==> config.mk <==
export PLATFORM = sky130hd
export DESIGN_NAME = label_bounding_box_extractor_flat
export DESIGN_NICKNAME = d
export VERILOG_FILES = /design/src/design/bbe_pkg.sv /design/src/design/bbe_pix_if.sv /design/src/design/bbe_box_if.sv /design/src/design/label_bounding_box_extractor.sv /design/src/design/bbe_front.sv /design/src/design/bbe_queue.sv /design/src/design/bbe_div.sv /design/src/design/bbe_back.sv /design/src/flat_wrapper.sv
export SDC_FILE = /design/constraint.sdc
export NUM_CORES = 2
export LEC_CHECK = 0
export ABC_AREA = 1
export BUFFER_PORTS_ARGS = -buffer_cell sky130_fd_sc_hd__buf_2
export CAP_MARGIN = 20
export CORE_MARGIN = 2
export CORE_UTILIZATION = 65
export DETAILED_ROUTE_END_ITERATION = 12
export GPL_TIMING_DRIVEN = 0
export PLACE_DENSITY = 0.81
export SYNTH_ARGS = -nofsm -noshare
export SYNTH_HDL_FRONTEND = slang
export SYNTH_SLANG_ARGS = --single-unit
==> constraint.sdc <==
create_clock -name clk -period 16.9 [get_ports clk]
set_clock_uncertainty 0.15 [all_clocks]
set_input_delay 2.535 -clock clk [delete_from_list [all_inputs] [get_ports clk]]
set_output_delay 2.535 -clock clk [all_outputs]
set_load 0.005 [all_outputs]
==> src/design/bbe_pkg.sv <==
package bbe_pkg;

  // Geometry
  localparam int MAX_SIDE = 4096;
  localparam int SIDE_W   = $clog2(MAX_SIDE + 1);
  localparam int POS_W    = $clog2(MAX_SIDE);
  localparam int DIV_W    = SIDE_W + 1;

  // Field widths
  localparam int PIX_W    = 8;
  localparam int PAD_W    = 12;
  localparam int COUNT_W  = 25;
  localparam int FRAC_BITS = 16;
  localparam int FRAC_W   = FRAC_BITS + 1;
  localparam int FCNT_W   = $clog2(FRAC_BITS);

  localparam logic [COUNT_W-1:0] COUNT_MAX = {COUNT_W{1'b1}};
  localparam logic [FRAC_W-1:0]  FRAC_ONE  = {1'b1, {FRAC_BITS{1'b0}}};

  // Configuration port
  localparam int CFG_IDX_W  = 3;
  localparam int CFG_DATA_W = COUNT_W;

  localparam logic [CFG_IDX_W-1:0] CFG_FRAME_WIDTH     = 3'd0;
  localparam logic [CFG_IDX_W-1:0] CFG_FRAME_HEIGHT    = 3'd1;
  localparam logic [CFG_IDX_W-1:0] CFG_TARGET_LABEL    = 3'd2;
  localparam logic [CFG_IDX_W-1:0] CFG_PAD_PIXELS      = 3'd3;
  localparam logic [CFG_IDX_W-1:0] CFG_MIN_PIXEL_COUNT = 3'd4;

  localparam logic [SIDE_W-1:0] WIDTH_RST  = SIDE_W'(640);
  localparam logic [SIDE_W-1:0] HEIGHT_RST = SIDE_W'(480);
  localparam logic [PIX_W-1:0]  LABEL_RST  = PIX_W'(1);

  // Frame summary handed from the front end to the back end
  typedef struct packed {
    logic [SIDE_W-1:0]  least_x;
    logic [SIDE_W-1:0]  least_y;
    logic [POS_W-1:0]   greatest_x;
    logic [POS_W-1:0]   greatest_y;
    logic [COUNT_W-1:0] count;
    logic [SIDE_W-1:0]  width;
    logic [SIDE_W-1:0]  height;
  } frame_t;

  // One finished result
  typedef struct packed {
    logic               box_found;
    logic [SIDE_W-1:0]  left_edge;
    logic [SIDE_W-1:0]  top_edge;
    logic [SIDE_W-1:0]  right_edge;
    logic [SIDE_W-1:0]  bottom_edge;
    logic [FRAC_W-1:0]  center_x_frac;
    logic [FRAC_W-1:0]  center_y_frac;
    logic [FRAC_W-1:0]  width_frac;
    logic [FRAC_W-1:0]  height_frac;
    logic [COUNT_W-1:0] labeled_count;
  } result_t;

  // Divider request and response
  typedef struct packed {
    logic             start;
    logic [DIV_W-1:0] num;
    logic [DIV_W-1:0] den;
  } div_req_t;

  typedef struct packed {
    logic              done;
    logic [FRAC_W-1:0] quot;
  } div_rsp_t;

  // Saturate a programmed side to 1..MAX_SIDE
  function automatic logic [SIDE_W-1:0] eff_side(input logic [SIDE_W-1:0] v);
    logic [SIDE_W-1:0] r;
    if (v == '0) begin
      r = SIDE_W'(1);
    end else if (v > SIDE_W'(MAX_SIDE)) begin
      r = SIDE_W'(MAX_SIDE);
    end else begin
      r = v;
    end
    return r;
  endfunction

endpackage

==> src/design/bbe_pix_if.sv <==
interface bbe_pix_if;
  logic                      valid;
  logic                      ready;
  logic [bbe_pkg::PIX_W-1:0] pixel_value;

  modport source (output valid, output pixel_value, input ready);
  modport sink   (input valid, input pixel_value, output ready);
endinterface

==> src/design/bbe_box_if.sv <==
interface bbe_box_if;
  logic                        valid;
  logic                        ready;
  logic                        box_found;
  logic [bbe_pkg::SIDE_W-1:0]  left_edge;
  logic [bbe_pkg::SIDE_W-1:0]  top_edge;
  logic [bbe_pkg::SIDE_W-1:0]  right_edge;
  logic [bbe_pkg::SIDE_W-1:0]  bottom_edge;
  logic [bbe_pkg::FRAC_W-1:0]  center_x_frac;
  logic [bbe_pkg::FRAC_W-1:0]  center_y_frac;
  logic [bbe_pkg::FRAC_W-1:0]  width_frac;
  logic [bbe_pkg::FRAC_W-1:0]  height_frac;
  logic [bbe_pkg::COUNT_W-1:0] labeled_count;

  modport source (output valid, output box_found, output left_edge, output top_edge,
                  output right_edge, output bottom_edge, output center_x_frac,
                  output center_y_frac, output width_frac, output height_frac,
                  output labeled_count, input ready);
  modport sink   (input valid, input box_found, input left_edge, input top_edge,
                  input right_edge, input bottom_edge, input center_x_frac,
                  input center_y_frac, input width_frac, input height_frac,
                  input labeled_count, output ready);
endinterface

==> src/design/label_bounding_box_extractor.sv <==
// Bounding box of labeled pixels. Label pixels enter on in_pix in raster order, one per
// cycle, with the column and row counted inside the block against frame_width and
// frame_height (each saturated to 1..4096). Pixels equal to target_label are counted and
// their least and greatest x and y tracked; after the last pixel of a frame one result
// leaves on out_box with the padded, clamped corners and the center and size as 1.16
// fractions (65536 is 1.0). If the count does not exceed min_pixel_count only
// labeled_count is nonzero. The pixel front end takes one pixel every cycle; each frame
// summary goes into a two-entry queue, and the result stage works it through one shared
// divider that yields one quotient bit per cycle for four 16-bit quotients. A pixel that
// ends a frame waits only while both queue entries are occupied. There is no clearing
// pass after reset.
module label_bounding_box_extractor (
  input  logic                           clk,
  input  logic                           rst_n,
  bbe_pix_if.sink                        in_pix,
  bbe_box_if.source                      out_box,
  input  logic                           cfg_we,
  input  logic [bbe_pkg::CFG_IDX_W-1:0]  cfg_index,
  input  logic [bbe_pkg::CFG_DATA_W-1:0] cfg_data
);

  logic [bbe_pkg::SIDE_W-1:0]  frame_width_r;
  logic [bbe_pkg::SIDE_W-1:0]  frame_height_r;
  logic [bbe_pkg::PIX_W-1:0]   target_label_r;
  logic [bbe_pkg::PAD_W-1:0]   pad_pixels_r;
  logic [bbe_pkg::COUNT_W-1:0] min_count_r;

  logic            q_push, q_full, q_pop, q_valid;
  bbe_pkg::frame_t q_din, q_dout;

  // Write configuration registers
  always_ff @(posedge clk) begin
    if (!rst_n) begin
      frame_width_r  <= bbe_pkg::WIDTH_RST;
      frame_height_r <= bbe_pkg::HEIGHT_RST;
      target_label_r <= bbe_pkg::LABEL_RST;
      pad_pixels_r   <= '0;
      min_count_r    <= '0;
    end else if (cfg_we) begin
      case (cfg_index)
        bbe_pkg::CFG_FRAME_WIDTH:     frame_width_r  <= cfg_data[bbe_pkg::SIDE_W-1:0];
        bbe_pkg::CFG_FRAME_HEIGHT:    frame_height_r <= cfg_data[bbe_pkg::SIDE_W-1:0];
        bbe_pkg::CFG_TARGET_LABEL:    target_label_r <= cfg_data[bbe_pkg::PIX_W-1:0];
        bbe_pkg::CFG_PAD_PIXELS:      pad_pixels_r   <= cfg_data[bbe_pkg::PAD_W-1:0];
        bbe_pkg::CFG_MIN_PIXEL_COUNT: min_count_r    <= cfg_data[bbe_pkg::COUNT_W-1:0];
        default: ;
      endcase
    end
  end

  bbe_front u_front (
    .clk        (clk),
    .rst_n      (rst_n),
    .pix        (in_pix),
    .cfg_width  (frame_width_r),
    .cfg_height (frame_height_r),
    .cfg_label  (target_label_r),
    .q_full     (q_full),
    .q_push     (q_push),
    .q_entry    (q_din)
  );

  bbe_queue u_queue (
    .clk   (clk),
    .rst_n (rst_n),
    .push  (q_push),
    .din   (q_din),
    .full  (q_full),
    .pop   (q_pop),
    .dout  (q_dout),
    .valid (q_valid)
  );

  bbe_back u_back (
    .clk           (clk),
    .rst_n         (rst_n),
    .q_valid       (q_valid),
    .q_entry       (q_dout),
    .q_pop         (q_pop),
    .cfg_pad       (pad_pixels_r),
    .cfg_min_count (min_count_r),
    .box           (out_box)
  );

endmodule

==> src/design/bbe_front.sv <==
module bbe_front (
  input  logic                          clk,
  input  logic                          rst_n,
  bbe_pix_if.sink                       pix,
  input  logic [bbe_pkg::SIDE_W-1:0]    cfg_width,
  input  logic [bbe_pkg::SIDE_W-1:0]    cfg_height,
  input  logic [bbe_pkg::PIX_W-1:0]     cfg_label,
  input  logic                          q_full,
  output logic                          q_push,
  output bbe_pkg::frame_t               q_entry
);

  logic [bbe_pkg::POS_W-1:0]   col_r, col_nxt;
  logic [bbe_pkg::POS_W-1:0]   row_r, row_nxt;
  logic [bbe_pkg::SIDE_W-1:0]  least_x_r, least_x_nxt;
  logic [bbe_pkg::SIDE_W-1:0]  least_y_r, least_y_nxt;
  logic [bbe_pkg::POS_W-1:0]   great_x_r, great_x_nxt;
  logic [bbe_pkg::POS_W-1:0]   great_y_r, great_y_nxt;
  logic [bbe_pkg::COUNT_W-1:0] count_r, count_nxt;

  logic [bbe_pkg::SIDE_W-1:0]  w, h;
  logic                        frame_start, hit, col_last, row_last, frame_end, take;
  logic [bbe_pkg::SIDE_W-1:0]  base_lx, base_ly;
  logic [bbe_pkg::POS_W-1:0]   base_gx, base_gy;
  logic [bbe_pkg::COUNT_W-1:0] base_cnt;

  assign w = bbe_pkg::eff_side(cfg_width);
  assign h = bbe_pkg::eff_side(cfg_height);

  // Classify the pixel position against the live frame size
  assign frame_start = (col_r == '0) && (row_r == '0);
  assign col_last    = ({1'b0, col_r} + bbe_pkg::SIDE_W'(1)) >= w;
  assign row_last    = ({1'b0, row_r} + bbe_pkg::SIDE_W'(1)) >= h;
  assign frame_end   = col_last && row_last;
  assign hit         = (pix.pixel_value == cfg_label);

  // Stall only when a finished frame has nowhere to go
  assign pix.ready = !(frame_end && q_full);
  assign take      = pix.valid && pix.ready;

  // Restart the trackers at the first pixel of a frame
  always_comb begin
    if (frame_start) begin
      base_lx  = w;
      base_ly  = h;
      base_gx  = '0;
      base_gy  = '0;
      base_cnt = '0;
    end else begin
      base_lx  = least_x_r;
      base_ly  = least_y_r;
      base_gx  = great_x_r;
      base_gy  = great_y_r;
      base_cnt = count_r;
    end
  end

  // Fold in a matching pixel
  always_comb begin
    least_x_nxt = base_lx;
    least_y_nxt = base_ly;
    great_x_nxt = base_gx;
    great_y_nxt = base_gy;
    count_nxt   = base_cnt;
    if (hit) begin
      if (base_cnt != bbe_pkg::COUNT_MAX) count_nxt = base_cnt + bbe_pkg::COUNT_W'(1);
      if ({1'b0, col_r} < base_lx) least_x_nxt = {1'b0, col_r};
      if ({1'b0, row_r} < base_ly) least_y_nxt = {1'b0, row_r};
      if (col_r > base_gx) great_x_nxt = col_r;
      if (row_r > base_gy) great_y_nxt = row_r;
    end
  end

  // Advance the raster position
  always_comb begin
    col_nxt = col_r + bbe_pkg::POS_W'(1);
    row_nxt = row_r;
    if (col_last) begin
      col_nxt = '0;
      row_nxt = row_last ? '0 : row_r + bbe_pkg::POS_W'(1);
    end
  end

  always_ff @(posedge clk) begin
    if (!rst_n) begin
      col_r     <= '0;
      row_r     <= '0;
      least_x_r <= bbe_pkg::WIDTH_RST;
      least_y_r <= bbe_pkg::HEIGHT_RST;
      great_x_r <= '0;
      great_y_r <= '0;
      count_r   <= '0;
    end else if (take) begin
      col_r     <= col_nxt;
      row_r     <= row_nxt;
      least_x_r <= least_x_nxt;
      least_y_r <= least_y_nxt;
      great_x_r <= great_x_nxt;
      great_y_r <= great_y_nxt;
      count_r   <= count_nxt;
    end
  end

  // Hand the frame summary to the queue
  assign q_push             = take && frame_end;
  assign q_entry.least_x    = least_x_nxt;
  assign q_entry.least_y    = least_y_nxt;
  assign q_entry.greatest_x = great_x_nxt;
  assign q_entry.greatest_y = great_y_nxt;
  assign q_entry.count      = count_nxt;
  assign q_entry.width      = w;
  assign q_entry.height     = h;

endmodule

==> src/design/bbe_queue.sv <==
module bbe_queue (
  input  logic            clk,
  input  logic            rst_n,
  input  logic            push,
  input  bbe_pkg::frame_t din,
  output logic            full,
  input  logic            pop,
  output bbe_pkg::frame_t dout,
  output logic            valid
);

  localparam int DEPTH = 2;
  localparam int PTR_W = $clog2(DEPTH);

  bbe_pkg::frame_t      mem_r [DEPTH];
  logic [PTR_W-1:0]     wr_r, rd_r;
  logic [PTR_W:0]       fill_r;

  assign full  = (fill_r == (PTR_W+1)'(DEPTH));
  assign valid = (fill_r != '0);
  assign dout  = mem_r[rd_r];

  // Store entries
  always_ff @(posedge clk) begin
    if (push) mem_r[wr_r] <= din;
  end

  // Advance pointers and fill level
  always_ff @(posedge clk) begin
    if (!rst_n) begin
      wr_r   <= '0;
      rd_r   <= '0;
      fill_r <= '0;
    end else begin
      if (push) wr_r <= wr_r + PTR_W'(1);
      if (pop)  rd_r <= rd_r + PTR_W'(1);
      if (push && !pop) begin
        fill_r <= fill_r + (PTR_W+1)'(1);
      end else if (pop && !push) begin
        fill_r <= fill_r - (PTR_W+1)'(1);
      end
    end
  end

endmodule

==> src/design/bbe_div.sv <==
module bbe_div (
  input  logic              clk,
  input  logic              rst_n,
  input  bbe_pkg::div_req_t req,
  output bbe_pkg::div_rsp_t rsp
);

  logic                         busy_r, done_r, ovf_r;
  logic [bbe_pkg::FCNT_W-1:0]   cnt_r;
  logic [bbe_pkg::DIV_W-1:0]    rem_r, den_r;
  logic [bbe_pkg::FRAC_BITS-1:0] quo_r;
  logic [bbe_pkg::DIV_W:0]      shifted, trial;
  logic                         ge;

  // One quotient bit per cycle, restoring
  assign shifted = {rem_r, 1'b0};
  assign ge      = shifted >= {1'b0, den_r};
  assign trial   = shifted - {1'b0, den_r};

  always_ff @(posedge clk) begin
    if (!rst_n) begin
      busy_r <= 1'b0;
      done_r <= 1'b0;
      ovf_r  <= 1'b0;
      cnt_r  <= '0;
    end else begin
      done_r <= 1'b0;
      if (req.start) begin
        // A quotient of one or more clamps at once
        ovf_r <= (req.num >= req.den);
        if (req.num >= req.den) begin
          done_r <= 1'b1;
        end else begin
          busy_r <= 1'b1;
          cnt_r  <= bbe_pkg::FCNT_W'(bbe_pkg::FRAC_BITS - 1);
        end
      end else if (busy_r) begin
        if (cnt_r == '0) begin
          busy_r <= 1'b0;
          done_r <= 1'b1;
        end else begin
          cnt_r <= cnt_r - bbe_pkg::FCNT_W'(1);
        end
      end
    end
  end

  always_ff @(posedge clk) begin
    if (req.start) begin
      rem_r <= req.num;
      den_r <= req.den;
      quo_r <= '0;
    end else if (busy_r) begin
      rem_r <= ge ? trial[bbe_pkg::DIV_W-1:0] : shifted[bbe_pkg::DIV_W-1:0];
      quo_r <= {quo_r[bbe_pkg::FRAC_BITS-2:0], ge};
    end
  end

  assign rsp.done = done_r;
  assign rsp.quot = ovf_r ? bbe_pkg::FRAC_ONE : {1'b0, quo_r};

endmodule

==> src/design/bbe_back.sv <==
module bbe_back (
  input  logic                         clk,
  input  logic                         rst_n,
  input  logic                         q_valid,
  input  bbe_pkg::frame_t              q_entry,
  output logic                         q_pop,
  input  logic [bbe_pkg::PAD_W-1:0]    cfg_pad,
  input  logic [bbe_pkg::COUNT_W-1:0]  cfg_min_count,
  bbe_box_if.source                    box
);

  localparam logic [1:0] ST_IDLE   = 2'd0;
  localparam logic [1:0] ST_LAUNCH = 2'd1;
  localparam logic [1:0] ST_WAIT   = 2'd2;
  localparam logic [1:0] ST_DONE   = 2'd3;

  localparam int JOBS  = 4;
  localparam int JOB_W = $clog2(JOBS);
  localparam logic [JOB_W-1:0] JOB_CX = 2'd0;
  localparam logic [JOB_W-1:0] JOB_CY = 2'd1;
  localparam logic [JOB_W-1:0] JOB_DX = 2'd2;
  localparam logic [JOB_W-1:0] JOB_DY = 2'd3;

  logic [1:0]                 state_r, state_nxt;
  logic [JOB_W-1:0]           job_r;
  bbe_pkg::frame_t            frame_r;
  logic                       found_r, found;
  logic [bbe_pkg::SIDE_W-1:0] left_r, top_r, right_r, bottom_r;
  logic [bbe_pkg::SIDE_W-1:0] left_v, top_v, right_v, bottom_v;
  logic [bbe_pkg::FRAC_W-1:0] frac_r [JOBS];
  logic                       out_valid_r, load;
  bbe_pkg::result_t           out_r;
  bbe_pkg::div_req_t          div_req;
  bbe_pkg::div_rsp_t          div_rsp;
  logic [bbe_pkg::SIDE_W-1:0] pad_ext, lo_x, lo_y, hi_x, hi_y, dx, dy;

  bbe_div u_div (
    .clk   (clk),
    .rst_n (rst_n),
    .req   (div_req),
    .rsp   (div_rsp)
  );

  // Pad and clamp the corners of the incoming summary
  assign pad_ext = {1'b0, cfg_pad};
  assign found   = q_entry.count > cfg_min_count;
  assign lo_x    = (q_entry.least_x > pad_ext) ? q_entry.least_x - pad_ext : '0;
  assign lo_y    = (q_entry.least_y > pad_ext) ? q_entry.least_y - pad_ext : '0;
  assign hi_x    = {1'b0, q_entry.greatest_x} + pad_ext;
  assign hi_y    = {1'b0, q_entry.greatest_y} + pad_ext;
  assign left_v   = (lo_x > q_entry.width)  ? q_entry.width  : lo_x;
  assign top_v    = (lo_y > q_entry.height) ? q_entry.height : lo_y;
  assign right_v  = (hi_x > q_entry.width)  ? q_entry.width  : hi_x;
  assign bottom_v = (hi_y > q_entry.height) ? q_entry.height : hi_y;

  // Spans of the stored summary, zero when inverted
  assign dx = ({1'b0, frame_r.greatest_x} >= frame_r.least_x) ?
              {1'b0, frame_r.greatest_x} - frame_r.least_x : '0;
  assign dy = ({1'b0, frame_r.greatest_y} >= frame_r.least_y) ?
              {1'b0, frame_r.greatest_y} - frame_r.least_y : '0;

  // Select the operands of the current division
  always_comb begin
    div_req.start = (state_r == ST_LAUNCH);
    case (job_r)
      JOB_CX: begin
        div_req.num = {1'b0, frame_r.least_x} + {2'b0, frame_r.greatest_x};
        div_req.den = {frame_r.width, 1'b0};
      end
      JOB_CY: begin
        div_req.num = {1'b0, frame_r.least_y} + {2'b0, frame_r.greatest_y};
        div_req.den = {frame_r.height, 1'b0};
      end
      JOB_DX: begin
        div_req.num = {1'b0, dx};
        div_req.den = {1'b0, frame_r.width};
      end
      JOB_DY: begin
        div_req.num = {1'b0, dy};
        div_req.den = {1'b0, frame_r.height};
      end
      default: begin
        div_req.num = '0;
        div_req.den = '0;
      end
    endcase
  end

  assign q_pop = (state_r == ST_IDLE) && q_valid;
  assign load  = (state_r == ST_DONE) && (!out_valid_r || box.ready);

  // Sequence the four divisions, or skip them when no box is found
  always_comb begin
    state_nxt = state_r;
    case (state_r)
      ST_IDLE: begin
        if (q_valid) state_nxt = found ? ST_LAUNCH : ST_DONE;
      end
      ST_LAUNCH: state_nxt = ST_WAIT;
      ST_WAIT: begin
        if (div_rsp.done) state_nxt = (job_r == JOB_DY) ? ST_DONE : ST_LAUNCH;
      end
      ST_DONE: begin
        if (load) state_nxt = ST_IDLE;
      end
      default: state_nxt = ST_IDLE;
    endcase
  end

  always_ff @(posedge clk) begin
    if (!rst_n) begin
      state_r     <= ST_IDLE;
      out_valid_r <= 1'b0;
    end else begin
      state_r <= state_nxt;
      if (load) begin
        out_valid_r <= 1'b1;
      end else if (box.ready) begin
        out_valid_r <= 1'b0;
      end
    end
  end

  // Capture the summary and collect quotients
  always_ff @(posedge clk) begin
    if (q_pop) begin
      frame_r  <= q_entry;
      found_r  <= found;
      job_r    <= JOB_CX;
      left_r   <= found ? left_v   : '0;
      top_r    <= found ? top_v    : '0;
      right_r  <= found ? right_v  : '0;
      bottom_r <= found ? bottom_v : '0;
      for (int i = 0; i < JOBS; i++) frac_r[i] <= '0;
    end else if ((state_r == ST_WAIT) && div_rsp.done) begin
      frac_r[job_r] <= div_rsp.quot;
      job_r         <= job_r + JOB_W'(1);
    end
  end

  // Hold the finished result until taken
  always_ff @(posedge clk) begin
    if (load) begin
      out_r.box_found     <= found_r;
      out_r.left_edge     <= left_r;
      out_r.top_edge      <= top_r;
      out_r.right_edge    <= right_r;
      out_r.bottom_edge   <= bottom_r;
      out_r.center_x_frac <= frac_r[JOB_CX];
      out_r.center_y_frac <= frac_r[JOB_CY];
      out_r.width_frac    <= frac_r[JOB_DX];
      out_r.height_frac   <= frac_r[JOB_DY];
      out_r.labeled_count <= frame_r.count;
    end
  end

  assign box.valid         = out_valid_r;
  assign box.box_found     = out_r.box_found;
  assign box.left_edge     = out_r.left_edge;
  assign box.top_edge      = out_r.top_edge;
  assign box.right_edge    = out_r.right_edge;
  assign box.bottom_edge   = out_r.bottom_edge;
  assign box.center_x_frac = out_r.center_x_frac;
  assign box.center_y_frac = out_r.center_y_frac;
  assign box.width_frac    = out_r.width_frac;
  assign box.height_frac   = out_r.height_frac;
  assign box.labeled_count = out_r.labeled_count;

endmodule

==> src/flat_wrapper.sv <==
// flat-port wrapper written by rule: the top's interface ports become plain ports
module label_bounding_box_extractor_flat 
  (clk, rst_n, cfg_we, cfg_index, cfg_data, in_pix_valid, in_pix_pixel_value, in_pix_ready, out_box_valid, out_box_box_found, out_box_left_edge, out_box_top_edge, out_box_right_edge, out_box_bottom_edge, out_box_center_x_frac, out_box_center_y_frac, out_box_width_frac, out_box_height_frac, out_box_labeled_count, out_box_ready);
  bbe_pix_if in_pix_i ();
  bbe_box_if out_box_i ();
  input  logic clk;
  input  logic rst_n;
  input  logic cfg_we;
  input  logic [bbe_pkg::CFG_IDX_W-1:0] cfg_index;
  input  logic [bbe_pkg::CFG_DATA_W-1:0] cfg_data;
  input wire logic [$bits(in_pix_i.valid)-1:0] in_pix_valid;
  input wire logic [$bits(in_pix_i.pixel_value)-1:0] in_pix_pixel_value;
  output wire logic [$bits(in_pix_i.ready)-1:0] in_pix_ready;
  output wire logic [$bits(out_box_i.valid)-1:0] out_box_valid;
  output wire logic [$bits(out_box_i.box_found)-1:0] out_box_box_found;
  output wire logic [$bits(out_box_i.left_edge)-1:0] out_box_left_edge;
  output wire logic [$bits(out_box_i.top_edge)-1:0] out_box_top_edge;
  output wire logic [$bits(out_box_i.right_edge)-1:0] out_box_right_edge;
  output wire logic [$bits(out_box_i.bottom_edge)-1:0] out_box_bottom_edge;
  output wire logic [$bits(out_box_i.center_x_frac)-1:0] out_box_center_x_frac;
  output wire logic [$bits(out_box_i.center_y_frac)-1:0] out_box_center_y_frac;
  output wire logic [$bits(out_box_i.width_frac)-1:0] out_box_width_frac;
  output wire logic [$bits(out_box_i.height_frac)-1:0] out_box_height_frac;
  output wire logic [$bits(out_box_i.labeled_count)-1:0] out_box_labeled_count;
  input wire logic [$bits(out_box_i.ready)-1:0] out_box_ready;
  assign in_pix_i.valid = in_pix_valid;
  assign in_pix_i.pixel_value = in_pix_pixel_value;
  assign in_pix_ready = in_pix_i.ready;
  assign out_box_valid = out_box_i.valid;
  assign out_box_box_found = out_box_i.box_found;
  assign out_box_left_edge = out_box_i.left_edge;
  assign out_box_top_edge = out_box_i.top_edge;
  assign out_box_right_edge = out_box_i.right_edge;
  assign out_box_bottom_edge = out_box_i.bottom_edge;
  assign out_box_center_x_frac = out_box_i.center_x_frac;
  assign out_box_center_y_frac = out_box_i.center_y_frac;
  assign out_box_width_frac = out_box_i.width_frac;
  assign out_box_height_frac = out_box_i.height_frac;
  assign out_box_labeled_count = out_box_i.labeled_count;
  assign out_box_i.ready = out_box_ready;
  label_bounding_box_extractor u_core (.clk(clk), .rst_n(rst_n), .in_pix(in_pix_i), .out_box(out_box_i), .cfg_we(cfg_we), .cfg_index(cfg_index), .cfg_data(cfg_data));
endmodule
* After elaboration in Yosys (flattened, before gate mapping)
Memories as Yosys holds them, arrays and structs flattened. A register that Yosys moved wholly into a read port is not among the register bits.
Cells that the tools add are included.
** Cells by class
- Add/subtract/negate cells :: 20
- Magnitude comparators :: 19
- Equality and inequality tests :: 18
- Mux-type cells :: 68
- Reduce and logical (&&, ||, !) cells :: 36
** Operators by type and width (count)
- 13-bit 2-to-1 mux :: 18
- 28-bit case mux with 4 select lines :: 1
- 12-bit 2-to-1 mux :: 8
- 25-bit 2-to-1 mux :: 3
- 13-bit > comparator :: 4
- 14-bit 2-to-1 mux :: 3
- 17-bit 2-to-1 mux :: 2
- 13-bit by 12-bit adder with 14-bit output :: 2
- 12-bit by 1-bit adder with 13-bit output (second input constant) :: 2
- 12-bit by 12-bit adder with 13-bit output :: 2
- 12-bit by 13-bit greater-or-equal comparator with 1-bit output :: 2
- 13-bit greater-or-equal comparator :: 2
- 13-bit by 12-bit > comparator with 1-bit output :: 2
- 13-bit > comparator (second input constant) :: 2
- 13-bit zero test :: 2
- 12-bit by 13-bit < comparator with 1-bit output :: 2
- 12-bit by 13-bit subtractor with 13-bit output :: 2
- 13-bit by 12-bit subtractor with 13-bit output :: 2
- 25-bit by 1-bit adder with 25-bit output (second input constant) :: 1
- 25-bit > comparator :: 1
- 25-bit inequality test (second input constant) :: 1
- 12-bit by 1-bit adder with 12-bit output (second input constant) :: 2
- 12-bit > comparator :: 2
- 12-bit zero test :: 2
- 29 further kinds :: 91
** Word-level totals
- Register bits after elaboration :: 462
- Bits in writable memories :: 270
- Bits of input ports :: 41
- Memories :: 2
** Memories
- u_core.u_queue.mem_r :: words 2, bits a word 101, read ports 1, clocked after Yosys merged registers in 1, wr ports 1, RTL line bbe_queue.sv:15 : bbe_pkg::frame_t mem_r [DEPTH];
- u_core.u_back.frac_r :: words 4, bits a word 17, read ports 4, clocked after Yosys merged registers in 4, wr ports 4, RTL line bbe_back.sv:30 : logic [bbe_pkg::FRAC_W-1:0] frac_r [JOBS];

* Logic depth before layout (Yosys ltp)
- Word-level depth :: 13
- Gate-level depth with buffers :: 29

* Modules after synthesis
Synthesis repeated with hierarchy kept, for this count alone.
** Second synthesis, totals
- Cells, all modules :: 4886
- Area, all modules :: 43813.3 sq um
** By module, submodules not included
- bbe_back :: instances 1, cells each 2138, area an instance 20663.6 sq um
- bbe_front :: instances 1, cells each 1519, area an instance 8899.8 sq um
- bbe_queue :: instances 1, cells each 349, area an instance 7965.1 sq um
- bbe_div :: instances 1, cells each 472, area an instance 3429.5 sq um
- label_bounding_box_extractor :: instances 1, cells each 408, area an instance 2855.2 sq um

* Worst setup path after synthesis
No wires, ideal clock.
- Kind :: input -> register
- Start point :: input port out_box_ready
- End point :: register, netlist name out_box_center_x_frac[0]
- Setup time :: 0.700 ns
- Data arrival time :: 9.559 ns
- Required time :: 16.050 ns
- Path slack :: 6.491 ns
- Cell stages on the path :: 2
- Path buffers :: 0
- Cells stage by stage :: inv_1 -> a21oi_1
** Between the ends
- Word-level cells in the longest chain between the ends :: 2
** RTL lines
- from (decl) :: RTL line flat_wrapper.sv:25 : input wire logic [$bits(out_box_i.ready)-1:0] out_box_ready;
- 1-bit logical OR :: RTL line bbe_back.sv:90 : assign load = (state_r == ST_DONE) && (!out_valid_r || box.ready);
- 1-bit logical AND :: RTL line bbe_back.sv:90
- via u_core.u_back.load :: RTL line bbe_back.sv:31 : logic out_valid_r, load;
The timed path passes the listed nets, and every way through them passes these cells.
A chain may end at the register's enable or synchronous reset.

==> key figures <==
Status
  – Outcome: complete, no violations

Routing
  – DRT Wirelength: about 120,000 µm
  – Drt first pass iters: 6
  – Via count: ~33,000
  – Post-DR wirelength/cell: ~21 µm
  – Initial drt markers: 3,420
  – Drc violations: 0
  – Final ANT Viol Nets: 0
  – Vias per std cell: between 5 and 6

Synthesis
  – Synth Flop Type: edfxtp_1
  – FF+latch count, synth: approximately 800
  – Yosys Warn Count: 0
  – Fraction of post-synthesis cell area in the top cell type by area: 0.433
  – Syn avg cell area: ~9.4 µm²
  – Post-synthesis cell count: around 4,400
  – Async set or reset register ratio after synthesis: 0
  – Cell type with the highest aggregate area in the netlist: edfxtp_1
  – Sequential-to-total area share from yosys stat: 0.530
  – Post-Syn Area: slightly above 40,000 µm²
  – Post-Syn Nets: about 4,800
  – Synth cell types: 53
  – Post-synth EDFFs: between 500 and 600
  – Area contributors post-synth: edfxtp_1 43%, dfxtp_1 9.8%, ha_1 8.6%

STA
  – RSZ-0062 raised after global routing: no
  – Slew HR: 0.190
  – Worst slew pin tran: between 1 and 1.5 ns
  – Fmax: ~150 MHz
  – Final hold vios: 0
  – Hold WS: ~0.26 ns
  – Period utilization: 0.392
  – Final setup margin: around 10 ns
  – Final setup vio count: 0
  – Setup TNS: 0 ns
  – Final max-slew violation count: 0
  – Fin crit period: 6.62 ns

Clocking
  – H-tree depth: 3
  – # Post-CTS Setup Buffers: 0
  – Hold_buf cts: 0
  – Post-CTS sizing: 0
  – Clock buffer count from CTS: 82
  – Root Driver: clkbuf_16
  – CTS max path bufs: 3
  – Clk Latency, worst-skew pair: ~0.64 ns
  – Clk pin slew, worst setup/hold paths: ~0.060 ns
  – CTS Sinks: 801
  – CTS tree: done

Setup path
  – Crit-path cells: clkbuf_1 > buf_1 > clkbuf_1 > nand2_1 > o21ai_0 > inv_1 > ha_1 > nand2_1 > o21ai_0 > a21boi_0 > o21ai_0 > a21oi_1 > xor2_1 > nor2_1 > ha_1 > nand2_1 > nor2_1 > nand3_1 > o2111ai_1 > nand2_1 > clkbuf_1 > nand2_1 > a21oi_1
  – CP Data Arrival Time: roughly 6.9 ns
  – Crit-path leading delay family: buffers and inverters
  – Element type at the critical path end: flip-flop
  – Startpoint Class: flip-flop
  – Dominant cell type by count on the critical path: nand2_1
  – Worst R2R End: u_core.u_back.top_r[6]
  – Worst Path Required: between 15 and 20 ns
  – CP Buf/Inv Count: 5
  – Crit path max fanout: 10
  – Worst-case reg-to-reg path depth: 23
  – Reg2reg setup slack: between 10 and 15 ns
  – CP Class: reg -> reg
  – CP max stage cell: clkbuf_1
  – Max incr delay on CP: 0.62 ns

Finish
  – Synth-to-Final Area Change: 12.3%
  – Final nets: between 5,000 and 6,000
  – Share of layout cells above drive strength 1: 0.104
  – ANT cells: 0
  – Final std cells w/o fill: 5,638
  – Fill cells: about 4,600

Die
  – Die area: 65,900 µm²
  – Die W: roughly 260 µm
  – Placement row count: roughly 90
  – Core Box Area: around 63,000 µm²
  – Die Ht: 257 µm
  – IO Count: approximately 190
  – Initial Util: 0.658

GRT
  – First-pass GRT wire length: roughly 180,000 µm
  – Initial antenna violation count: 1
  – Total grt overflow: 0
  – Largest net degree at the start of global routing: 107
  – Vias in the first global route: approximately 32,000
  – GRT Total Usage: 0.367

Job
  – Max_cap viols: 0

Placed design
  – Place WS: around 11 ns
  – I/O Buffers: ~190
  – Final GP Congestion: approximately 1.0
  – HPWL after detailed placement: about 90,000 µm
  – Placed Cells: around 5,500

Pwr
  – Int Power: around 4.7 mW
  – P per Cell Area: 163 nW/µm²
  – Seq pwr share: 0.377
  – VDD IR max: between 100 and 150 µV
  – Leak: 19.8 nW
  – Switching Fraction: 0.381
  – Power share of the combinational group: 0.377
  – Post-route total power: 7.59 mW
  – Switching pwr: between 2 and 3 mW
  – Clock power frac: 0.246

Hold path
  – Hold Path Class: reg -> reg
  – Hold depth: 0
  – Hold Path End: u_core.u_back.box.right_edge[12]
  – Hold wc startpoint: u_core.u_back.right_r[12]
## flip-flops by register name, indices dropped and copies added, names as in the netlist, 14 cells and up, named ones only
signal,flops
out_box_center_y_frac,17
out_box_center_x_frac,17
u_core.u_back.box.height_frac,16
out_box_width_frac,17
u_core.u_back.u_div.quo_r,16
u_core.u_front.count_r,25
u_core.u_back.frac_r,68
u_core.u_back.box.labeled_count,25
u_core.u_back.u_div.den_r,14
u_core.u_back.u_div.rem_r,14
u_core.min_count_r,25
u_core.u_back.frame_r,101
u_core.u_queue.mem_r,202
## worst max path at each step
stage | end | slack [ns] | cells past startpoint
final | u_core.u_back.top_r[6] | 10.28 | 23
after global routing | u_core.u_back.left_r[9] | 9.95 | 27
after CTS | u_core.u_back.left_r[9] | 10.42 | 25
after detailed placement | u_core.u_back.top_r[0] | 10.52 | 22
after global placement | u_core.u_back.box.bottom_edge[5] | 3.71 | 3
after floorplan | out_box_center_x_frac[0] | 6.49 | 2
## power by group through the flow
stage / clock network, mW / logic [mW] / registers (mW)
CTS: 1.88 / 2.79 / 2.86
global route: 1.95 / 3.17 / 2.89
detailed placement: 0 / 2.76 / 2.90
floorplan: 0 / 1.92 / 2.86
global placement: 0 / 2.65 / 2.94
finish: 1.87 / 2.86 / 2.86
## kinds of logic after synthesis
family / after synthesis / share of synthesized area
adders and majority gates: 293 / 0.0899
AOI/OAI and AO/OA: 820 / 0.107
and+or+nand+nor: 1581 / 0.162
DFF: 801 / 0.530
buffers and inverters: 784 / 0.0732
xor gates and xnor gates: 85 / 0.0179
muxes: 70 / 0.0190
## per-stage QoR
stage | util | area (µm²)
final | 0.739 | 46600
after global routing | 0.739 | 46600
after CTS | 0.739 | 46600
after detailed placement | 0.694 | 43800
after global placement | 0.690 | 43500
after floorplan | - | 41500
## Yosys cell counts (9+ instances only)
cell        n
o21bai_1    9
a21oi_1   366
inv_1     629
o211ai_1   19
mux2_2     70
o21ai_0   289
clkbuf_1  102
edfxtp_1  598
fa_1        9
o21ai_1    22
buf_2      24
xor2_1     63
buf_1      12
o22ai_1    27
a22o_1      9
a211oi_1   19
and2_1      9
dfxtp_1   203
nor2_2      9
a21o_1     17
nand3_1   250
or2_2      18
o21a_1      9
nand2_1   830
xnor2_1    22
nor2_1    328
nand4_1    63
ha_1      284
nor3_1     32
## layer usage
metal / up-vias / share of wire / track usage / routed length [µm]
met3: 394 / 0.093 / 0.0649 / 11200
met5: - / 0.00022 / 0 / 27
li1: 15600 / - / - / -
met4: 4 / 0.069 / 0.225 / 8310
met2: 1713 / 0.46 / 0.589 / 55400
met1: 15500 / 0.38 / 0.466 / 46000
## placed cells by master (no fill, tap or decap), types with 10 or more instances in the layout
master and count:
nor2_1 327, o22ai_1 27, nand4_1 63, buf_1 12, buf_2 212, nand3_1 250
nand2_1 830, nor3_1 32, mux2_2 70, o21ai_1 22, o211ai_1 19, o21ai_0 289
bufinv_16 10, xnor2_1 22, clkbuf_1 125, clkbuf_16 83, a21oi_1 365, dfxtp_1 203
edfxtp_1 598, or2_2 18, xor2_1 63, a21o_1 17, ha_1 284, a211oi_1 19
inv_1 627
## layout make-up
cell class              instances  area (µm²)  share of cell area
flip-flops and latches        801       22000               0.472
multi-input cells            2849       16500               0.353
inverters                     635        2390              0.0513
clock buffers                 114        2270              0.0488
repair buffers                206        1250              0.0267
well taps                     846        1060              0.0227
plain buffers                 149         657              0.0141
clock inverters                38         504              0.0108
No activity file was read; power rests on OpenSTA's default activity.
